`src/design/min_priority_queue_defines.svh`:
```
// Assertion macros shared by the priority queue RTL.
// Depends on nothing; users supply clk and rst_n in scope.
`ifndef MIN_PRIORITY_QUEUE_DEFINES_SVH
`define MIN_PRIORITY_QUEUE_DEFINES_SVH

// Check a property on every clock edge, muted while reset is held
`define MPQ_ASSERT(lbl, prop, msg) \
  lbl: assert property (@(posedge clk) disable iff (!rst_n) prop) else $error(msg);

// Check a property on every clock edge, including during reset
`define MPQ_ASSERT_ALWAYS(lbl, prop, msg) \
  lbl: assert property (@(posedge clk) prop) else $error(msg);

`endif

```
`src/design/mpq_pkg.sv`:
```
// Shared types and codes for the priority queue.
// No dependencies; used by the interfaces, controller, datapath and top level.
package mpq_pkg;

  localparam int STATUS_W = 2;

  // Input action codes
  localparam logic ACT_INSERT = 1'b0;
  localparam logic ACT_REMOVE = 1'b1;

  // Result status codes
  localparam logic [STATUS_W-1:0] ST_OK    = 2'd0;
  localparam logic [STATUS_W-1:0] ST_EMPTY = 2'd1;
  localparam logic [STATUS_W-1:0] ST_FULL  = 2'd2;

  // Commands from the controller to the datapath
  typedef struct packed {
    logic load;   // capture the input payload
    logic exec;   // apply the held command and write the result register
  } ctl_cmd_t;

endpackage

```
`src/design/mpq_if.sv`:
```
// Handshake channel interfaces for the priority queue.
// Depends on mpq_pkg for the status width.
interface mpq_in_if #(
  parameter int ITEM_BITS     = 32,
  parameter int PRIORITY_BITS = 16
);
  logic                     valid;
  logic                     ready;
  logic                     action;
  logic [ITEM_BITS-1:0]     in_item;
  logic [PRIORITY_BITS-1:0] in_priority;

  modport source (output valid, action, in_item, in_priority, input ready);
  modport sink   (input valid, action, in_item, in_priority, output ready);
endinterface

interface mpq_out_if #(
  parameter int ITEM_BITS     = 32,
  parameter int PRIORITY_BITS = 16
);
  logic                           valid;
  logic                           ready;
  logic [ITEM_BITS-1:0]           out_item;
  logic [PRIORITY_BITS-1:0]       out_priority;
  logic [mpq_pkg::STATUS_W-1:0]   status;
  logic                           now_empty;

  modport source (output valid, out_item, out_priority, status, now_empty, input ready);
  modport sink   (input valid, out_item, out_priority, status, now_empty, output ready);
endinterface

```
`src/design/mpq_ctrl.sv`:
```
// Sequencer for the priority queue: takes a request, then commits it.
// Depends on mpq_pkg for the command struct.
module mpq_ctrl (
  input  logic              clk,
  input  logic              rst_n,
  input  logic              in_valid,
  output logic              in_ready,
  output logic              out_valid,
  input  logic              out_ready,
  output mpq_pkg::ctl_cmd_t cmd
);
  import mpq_pkg::*;

  typedef enum logic [1:0] {
    S_IDLE = 2'b01,
    S_EXEC = 2'b10
  } state_t;

  state_t state_r, state_nxt;
  logic   out_valid_r, out_valid_nxt;
  logic   commit;

  // Commit only when the result register is free or draining this cycle
  assign commit   = (state_r == S_EXEC) && (!out_valid_r || out_ready);
  assign in_ready = (state_r == S_IDLE);

  assign cmd.load = in_valid && in_ready;
  assign cmd.exec = commit;
  assign out_valid = out_valid_r;

  // Next state
  always_comb begin
    state_nxt = state_r;
    unique case (state_r)
      S_IDLE: begin
        if (in_valid) state_nxt = S_EXEC;
      end
      S_EXEC: begin
        if (commit) state_nxt = S_IDLE;
      end
      default: state_nxt = S_IDLE;
    endcase
  end

  // Result valid: set on commit, drop on transfer
  always_comb begin
    priority if (commit) out_valid_nxt = 1'b1;
    else if (out_ready)  out_valid_nxt = 1'b0;
    else                 out_valid_nxt = out_valid_r;
  end

  always_ff @(posedge clk) begin
    if (!rst_n) begin
      state_r     <= S_IDLE;
      out_valid_r <= 1'b0;
    end else begin
      state_r     <= state_nxt;
      out_valid_r <= out_valid_nxt;
    end
  end

endmodule

```
`src/design/mpq_datapath.sv`:
```
// Sorted entry array with parallel compare-and-shift, fill count and result register.
// Depends on mpq_pkg for codes and the command struct.
module mpq_datapath #(
  parameter int DEPTH         = 16,
  parameter int ITEM_BITS     = 32,
  parameter int PRIORITY_BITS = 16,
  parameter int CNT_W         = $clog2(DEPTH + 1)
) (
  input  logic                           clk,
  input  logic                           rst_n,
  input  mpq_pkg::ctl_cmd_t              cmd,
  input  logic                           in_action,
  input  logic [ITEM_BITS-1:0]           in_item,
  input  logic [PRIORITY_BITS-1:0]       in_priority,
  output logic [ITEM_BITS-1:0]           out_item,
  output logic [PRIORITY_BITS-1:0]       out_priority,
  output logic [mpq_pkg::STATUS_W-1:0]   out_status,
  output logic                           out_now_empty,
  output logic [CNT_W-1:0]               fill
);
  import mpq_pkg::*;

  logic                     act_r;
  logic [ITEM_BITS-1:0]     item_r;
  logic [PRIORITY_BITS-1:0] pri_r;

  logic [ITEM_BITS-1:0]     slot_item_r   [DEPTH];
  logic [PRIORITY_BITS-1:0] slot_pri_r    [DEPTH];
  logic [ITEM_BITS-1:0]     slot_item_nxt [DEPTH];
  logic [PRIORITY_BITS-1:0] slot_pri_nxt  [DEPTH];
  logic [DEPTH-1:0]         larger;

  logic [CNT_W-1:0] count_r, count_nxt;
  logic             is_full, is_empty;
  logic             do_insert, do_remove;

  logic [ITEM_BITS-1:0]     out_item_r;
  logic [PRIORITY_BITS-1:0] out_pri_r;
  logic [STATUS_W-1:0]      out_status_r;
  logic                     out_empty_r;

  // Hold the accepted request
  always_ff @(posedge clk) begin
    if (cmd.load) begin
      act_r  <= in_action;
      item_r <= in_item;
      pri_r  <= in_priority;
    end
  end

  assign is_full   = (count_r == CNT_W'(DEPTH));
  assign is_empty  = (count_r == '0);
  assign do_insert = cmd.exec && (act_r == ACT_INSERT) && !is_full;
  assign do_remove = cmd.exec && (act_r == ACT_REMOVE) && !is_empty;

  // Per-slot compare and shift
  for (genvar i = 0; i < DEPTH; i++) begin : g_slot
    // Unused slots count as larger so the new entry lands at the tail
    assign larger[i] = (CNT_W'(i) >= count_r) || (pri_r < slot_pri_r[i]);

    always_comb begin
      slot_item_nxt[i] = slot_item_r[i];
      slot_pri_nxt[i]  = slot_pri_r[i];
      if (do_insert && larger[i]) begin
        if (i == 0) begin
          slot_item_nxt[i] = item_r;
          slot_pri_nxt[i]  = pri_r;
        end else if (!larger[(i == 0) ? 0 : i - 1]) begin
          slot_item_nxt[i] = item_r;
          slot_pri_nxt[i]  = pri_r;
        end else begin
          slot_item_nxt[i] = slot_item_r[(i == 0) ? 0 : i - 1];
          slot_pri_nxt[i]  = slot_pri_r[(i == 0) ? 0 : i - 1];
        end
      end else if (do_remove && (i < DEPTH - 1)) begin
        slot_item_nxt[i] = slot_item_r[(i < DEPTH - 1) ? i + 1 : i];
        slot_pri_nxt[i]  = slot_pri_r[(i < DEPTH - 1) ? i + 1 : i];
      end
    end

    always_ff @(posedge clk) begin
      slot_item_r[i] <= slot_item_nxt[i];
      slot_pri_r[i]  <= slot_pri_nxt[i];
    end
  end

  // Advance the fill count
  always_comb begin
    priority if (do_insert) count_nxt = count_r + CNT_W'(1);
    else if (do_remove)     count_nxt = count_r - CNT_W'(1);
    else                    count_nxt = count_r;
  end

  always_ff @(posedge clk) begin
    if (!rst_n) begin
      count_r <= '0;
    end else begin
      count_r <= count_nxt;
    end
  end

  // Write the result register on commit
  always_ff @(posedge clk) begin
    if (cmd.exec) begin
      out_item_r   <= '0;
      out_pri_r    <= '0;
      out_status_r <= ST_OK;
      out_empty_r  <= 1'b0;
      if (act_r == ACT_INSERT) begin
        if (is_full) out_status_r <= ST_FULL;
      end else if (is_empty) begin
        out_status_r <= ST_EMPTY;
        out_empty_r  <= 1'b1;
      end else begin
        out_item_r  <= slot_item_r[0];
        out_pri_r   <= slot_pri_r[0];
        out_empty_r <= (count_r == CNT_W'(1));
      end
    end
  end

  assign out_item      = out_item_r;
  assign out_priority  = out_pri_r;
  assign out_status    = out_status_r;
  assign out_now_empty = out_empty_r;
  assign fill          = count_r;

endmodule

```
`src/design/min_priority_queue.sv`:
```
// Bounded min-priority queue kept as a sorted register array, ties in arrival order.
// The request is held in a capture register, then written to the result register on commit.
// The capture/commit sequencer accepts a new request only after the previous one commits;
// the commit waits while an earlier result is still held at the output.
// Reset clears the fill count and handshake state; entries are not cleared.
// Depends on mpq_pkg, mpq_if, mpq_ctrl, mpq_datapath and the defines header.
`include "min_priority_queue_defines.svh"

module min_priority_queue #(
  parameter int DEPTH         = 16,
  parameter int ITEM_BITS     = 32,
  parameter int PRIORITY_BITS = 16
) (
  input logic clk,
  input logic rst_n,
  mpq_in_if.sink    in_if,
  mpq_out_if.source out_if
);
  import mpq_pkg::*;

  localparam int CNT_W = $clog2(DEPTH + 1);

  ctl_cmd_t         cmd;
  logic [CNT_W-1:0] fill;
  logic             res_full;
  logic             res_empty;
  logic             fill_top;

  // Sequencer
  mpq_ctrl u_ctrl (
    .clk       (clk),
    .rst_n     (rst_n),
    .in_valid  (in_if.valid),
    .in_ready  (in_if.ready),
    .out_valid (out_if.valid),
    .out_ready (out_if.ready),
    .cmd       (cmd)
  );

  // Entry storage and result register
  mpq_datapath #(
    .DEPTH         (DEPTH),
    .ITEM_BITS     (ITEM_BITS),
    .PRIORITY_BITS (PRIORITY_BITS),
    .CNT_W         (CNT_W)
  ) u_dp (
    .clk           (clk),
    .rst_n         (rst_n),
    .cmd           (cmd),
    .in_action     (in_if.action),
    .in_item       (in_if.in_item),
    .in_priority   (in_if.in_priority),
    .out_item      (out_if.out_item),
    .out_priority  (out_if.out_priority),
    .out_status    (out_if.status),
    .out_now_empty (out_if.now_empty),
    .fill          (fill)
  );

  // Terms for the checks
  assign res_full  = out_if.valid && (out_if.status == ST_FULL);
  assign res_empty = out_if.valid && (out_if.status == ST_EMPTY);
  assign fill_top  = (fill == CNT_W'(DEPTH));

  // Checks
  `MPQ_ASSERT(a_fill_bound, fill <= CNT_W'(DEPTH), "fill count beyond depth")
  `MPQ_ASSERT(a_commit_valid, cmd.exec |=> out_if.valid, "commit without result valid")
  `MPQ_ASSERT(a_empty_flag, res_empty |-> out_if.now_empty, "empty remove not flagged empty")
  `MPQ_ASSERT(a_full_flag, res_full |-> (!out_if.now_empty && fill_top), "full drop inconsistent")

endmodule

```
`src/flat_wrapper.sv`:
```
// flat-port wrapper written by rule: the top's interface ports become plain ports
module min_priority_queue_flat import mpq_pkg::*;
#(
  parameter int DEPTH         = 16,
  parameter int ITEM_BITS     = 32,
  parameter int PRIORITY_BITS = 16
)
  (clk, rst_n, in_if_valid, in_if_action, in_if_in_item, in_if_in_priority, in_if_ready, out_if_valid, out_if_out_item, out_if_out_priority, out_if_status, out_if_now_empty, out_if_ready);
  mpq_in_if #(.ITEM_BITS(ITEM_BITS), .PRIORITY_BITS(PRIORITY_BITS)) in_if_i ();
  mpq_out_if #(.ITEM_BITS(ITEM_BITS), .PRIORITY_BITS(PRIORITY_BITS)) out_if_i ();
  input logic clk;
  input logic rst_n;
  input wire logic [$bits(in_if_i.valid)-1:0] in_if_valid;
  input wire logic [$bits(in_if_i.action)-1:0] in_if_action;
  input wire logic [$bits(in_if_i.in_item)-1:0] in_if_in_item;
  input wire logic [$bits(in_if_i.in_priority)-1:0] in_if_in_priority;
  output wire logic [$bits(in_if_i.ready)-1:0] in_if_ready;
  output wire logic [$bits(out_if_i.valid)-1:0] out_if_valid;
  output wire logic [$bits(out_if_i.out_item)-1:0] out_if_out_item;
  output wire logic [$bits(out_if_i.out_priority)-1:0] out_if_out_priority;
  output wire logic [$bits(out_if_i.status)-1:0] out_if_status;
  output wire logic [$bits(out_if_i.now_empty)-1:0] out_if_now_empty;
  input wire logic [$bits(out_if_i.ready)-1:0] out_if_ready;
  assign in_if_i.valid = in_if_valid;
  assign in_if_i.action = in_if_action;
  assign in_if_i.in_item = in_if_in_item;
  assign in_if_i.in_priority = in_if_in_priority;
  assign in_if_ready = in_if_i.ready;
  assign out_if_valid = out_if_i.valid;
  assign out_if_out_item = out_if_i.out_item;
  assign out_if_out_priority = out_if_i.out_priority;
  assign out_if_status = out_if_i.status;
  assign out_if_now_empty = out_if_i.now_empty;
  assign out_if_i.ready = out_if_ready;
  min_priority_queue #(.DEPTH(DEPTH), .ITEM_BITS(ITEM_BITS), .PRIORITY_BITS(PRIORITY_BITS)) u_core (.clk(clk), .rst_n(rst_n), .in_if(in_if_i), .out_if(out_if_i));
endmodule
```
`config.mk`:
```
export PLATFORM = sky130hd
export DESIGN_NAME = min_priority_queue_flat
export DESIGN_NICKNAME = d
export VERILOG_FILES = /design/src/design/mpq_pkg.sv /design/src/design/mpq_if.sv /design/src/design/mpq_ctrl.sv /design/src/design/mpq_datapath.sv /design/src/design/min_priority_queue.sv /design/src/flat_wrapper.sv
export VERILOG_INCLUDE_DIRS = /design/src /design/src/design
export SDC_FILE = /design/constraint.sdc
export NUM_CORES = 2
export LEC_CHECK = 0
export ABC_AREA = 0
export BUFFER_PORTS_ARGS = -buffer_cell sky130_fd_sc_hd__buf_4
export CAP_MARGIN = 15
export CORE_AREA = 2 2 234 408
export DETAILED_ROUTE_END_ITERATION = 7
export DIE_AREA = 0 0 236 410
export PLACE_DENSITY_LB_ADDON = 0.15
export RECOVER_POWER = 25
export SLEW_MARGIN = 10
export SYNTH_ARGS = -nofsm -noshare
export SYNTH_HDL_FRONTEND = slang
export SYNTH_HIERARCHICAL = 1
export SYNTH_SLANG_ARGS = --single-unit
```
`constraint.sdc`:
```
create_clock -name clk -period 8.4 [get_ports clk]
set_clock_uncertainty 0.2 [all_clocks]
set_input_delay 0.42 -clock clk [delete_from_list [all_inputs] [get_ports clk]]
set_output_delay 0.42 -clock clk [all_outputs]
set_load 0.1 [all_outputs]
```
==> out/summary.txt <==
Status: finished, violations left
Failing checks: max-capacitance violations, max-slew violations
CP Launch Point: u_core/u_dp/pri_r[9]
Vias post-DR: 37855
Fin nets: 4777
Final setup vio count: 0
Post-Synthesis Cell Area: 0.0509 mm^2
Clk pin slew, worst setup/hold paths: 0.07 ns
Largest net degree at the start of global routing: 130
Setup TNS: 0 ns
Clock Sinks: 876
Relative slew margins: -137%
Crit Path Category: reg -> reg
Share of flip-flops with an asynchronous set or reset: 0%
CTS tree: yes
Met2 routed WL: 80.4 mm
First-pass GRT wire length: 226 mm
Mean Syn Cell Area: 11.1 um^2
PD cells: 168 mW/mm^2
WL met3: 5.78 mm
Crit path to: u_core/u_dp/slot_pri_r[1][112]
Netlist cell types: 73
Worst path arrival time: 6.49 ns
Final hold vios: 0
Tot GR Track Use: 30.2%
Iter 0 DRT Violations: 3472
Highest metal used: met4
Warning count from the yosys run: 6
Crit-path max cell delay: 1.78 ns
Minimum clock period: 6.37 ns
Number of diodes: 0
Setup Buffers After CTS: 0
CP startpoint kind: flip-flop
Area delta synth->final: 8.79%
Die area: 0.0968 mm^2
GPL Wtd Cong: 0.867
Clk buf depth: 3
Fmax: 157 MHz
Clock Latency Late Sink: 0.72 ns
Worst reg-to-reg path cell count: 7
Worst reg2reg setup slack: 2.03 ns
Initial antenna violation count: 0
Synth Register Bits: 876
Post-synth EDFFs: 868
Dpl cells: 5544
Reg-to-Reg End: u_core/u_dp/slot_pri_r[1][112]
Post-DR wirelength/cell: 26.0 um
Top FF cell, synth: edfxtp_1
Top Ports: 106
Filler instances: 7888
Synth Instances: 4582
Die Y: 410 um
LEAKAGE: 20.3 nW
Initial Utilization: 54.3%
Slowest CP cell: a21oi_1
RSZ-0062 raised after global routing: false
Vias in the first global route: 38468
Commonest non-fill, non-tap cell in the layout: edfxtp_1
WL final: 149 mm
Worst path cell trace: clkbuf_1 > ha_1 > and3_1 > a221oi_1 > o21ai_0 > a21oi_1 > buf_4
GRT overflow: 0
Dpl ws: 3.38 ns
WP data required: 8.52 ns
Final non-filler cell total: 5753
Post-DP HPWL: 97.7 mm
Share of layout cells above drive strength 1: 14.0%
Pre-antenna DRT Iters: 6
Clk root buf: clkbuf_16
Port Buf Inserts: 105
PnR worst setup slack: 2.03 ns
VDD IR max: 0.145 mV
Synth Net Count: 4880
Routed vias/inst: 6.58
Row count: 149
Met1 WL: 54.6 mm
Routed Antenna Nets: 0
Worst Hold Class: in -> reg
Sequential cell area fraction in the yosys report: 51.5%
Commonest non-fill, non-tap cells in the layout: edfxtp_1 (868), o21ai_0 (587), a21oi_1 (422), mux2i_1 (360), mux2_2 (297)
Setup crit end kind: flip-flop
# DRC: 0
Die X: 236 um
Worst R2R Start: u_core/u_dp/pri_r[9]
Core Box Area: 0.0938 mm^2
Slew @ Worst Pin: 3.55 ns
CTS Buf Count: 85
Max Cap Violations: 12
Crit Path Max Fanout: 37
Max Slew Vio Count: 597
H-tree depth: 3
Fin crit share: 75.8%
[stage by stage]
stage          util (%)  hold slack (ns)  total power, W  instance area [um^2]
3_5_place_dp       55.9            0.313         0.00549                 52400
5_1_grt            59.1            0.253         0.00955                 55400
4_1_cts            59.3            0.208         0.00936                 55600
3_3_place_gp       55.9            0.293         0.00548                 52400
2_1_floorplan         -            0.290         0.00528                 50900
6_report           59.1            0.251         0.00930                 55400
[flip-flops by register name (all words and copies together), names as in the netlist, 2 cells and up]
signal                    flops
u_core/u_dp/item_r           32
u_core/u_dp/out_item         32
u_core/u_dp/slot_pri_r      256
u_core/u_dp/out_status        2
u_core/u_dp/out_priority     16
u_core/u_ctrl/state_r         2
u_core/u_dp/fill              5
u_core/u_dp/slot_item_r     512
u_core/u_dp/pri_r            16
[area by class of cell]
type / count / area [um^2] / share of cell area [%]
inverters: 296 / 1110 / 2.00
repair buffers: 260 / 1920 / 3.46
well taps: 1208 / 1510 / 2.73
clock buffers: 104 / 2240 / 4.04
clock inverters: 49 / 468 / 0.844
multi-input cells: 2960 / 21900 / 39.6
flip-flops and latches: 876 / 26200 / 47.3
[power by group]
part	switching, W	internal (W)
logic	0.000354	0.000175
registers	0.0000684	0.00482
clock network	0.00179	0.00210
total	0.00221	0.00709
[routing by layer]
| metal | vias up | track usage [%] |
|---|---|---|
| met1 | 18934 | 33.7 |
| met4 | 0 | 16.8 |
| met5 | - | 0 |
| met2 | 1416 | 56.4 |
| li1 | 17009 | - |
| met3 | 496 | 2.70 |
[what timing repair did]
action | in CTS | in global routing
hold buffers | 52 | 0
gates resized for setup | 0 | 0
hold endpoints to repair | 57 | 0
[cells in the mapped netlist (13+ instances only)]
library cell | instances | area share, %
o311a_1 | 48 | 0.94
nand4_1 | 23 | 0.28
a21oi_1 | 426 | 4.2
a22oi_1 | 15 | 0.22
o21ai_0 | 584 | 5.7
nand2_1 | 264 | 1.9
nand2b_1 | 26 | 0.32
clkbuf_1 | 323 | 2.4
inv_1 | 295 | 2.2
a32oi_1 | 64 | 1.1
ha_1 | 245 | 6.0
a211oi_1 | 54 | 0.80
o21ai_1 | 15 | 0.15
o21a_1 | 19 | 0.28
buf_1 | 21 | 0.15
buf_2 | 87 | 0.85
a31oi_1 | 185 | 2.3
a21o_1 | 19 | 0.28
nand3_1 | 89 | 0.87
buf_4 | 13 | 0.19
and2_1 | 53 | 0.65
nor2_1 | 31 | 0.23
edfxtp_1 | 868 | 51
mux2i_1 | 360 | 7.1
mux2_4 | 33 | 0.97
mux2_2 | 297 | 6.6
[cells by family (layout without fill, tap and decap cells)]
group,count (synthesis),after routing,share of synthesized area (%)
AOI/OAI and AO/OA,1484,1484,17.0
xor gates and xnor gates,2,2,0.0344
adders and majority gates,245,245,6.02
buffers and inverters,746,709,5.89
DFF,876,876,51.5
muxes,690,690,14.6
and+or+nand+nor,539,539,5.01
[how the worst min path moves through the flow]
stage                             start                       to  cells past startpoint
3_5_place_dp    u_core/u_ctrl/out_valid  u_core/u_ctrl/out_valid                      2
5_1_grt               in_if_in_item[19]   u_core/u_dp/item_r[19]                      2
6_report              in_if_in_item[29]   u_core/u_dp/item_r[29]                      2
4_1_cts               in_if_in_item[26]   u_core/u_dp/item_r[26]                      2
3_3_place_gp    u_core/u_ctrl/out_valid  u_core/u_ctrl/out_valid                      2
2_1_floorplan  u_core/u_ctrl/state_r[1]  u_core/u_ctrl/out_valid                      2
[critical path, delay by kind of cell, from the launching register on]
family	cells	cell delay, ns
AO/OA/AOI/OAI	3	2.37
adder cells (fa/ha/maj)	1	0.46
buffers and inverters	2	2.39
flip-flops	1	0.32
AND/OR/NAND/NOR	1	0.18
(Power assumes the default switching activity.)
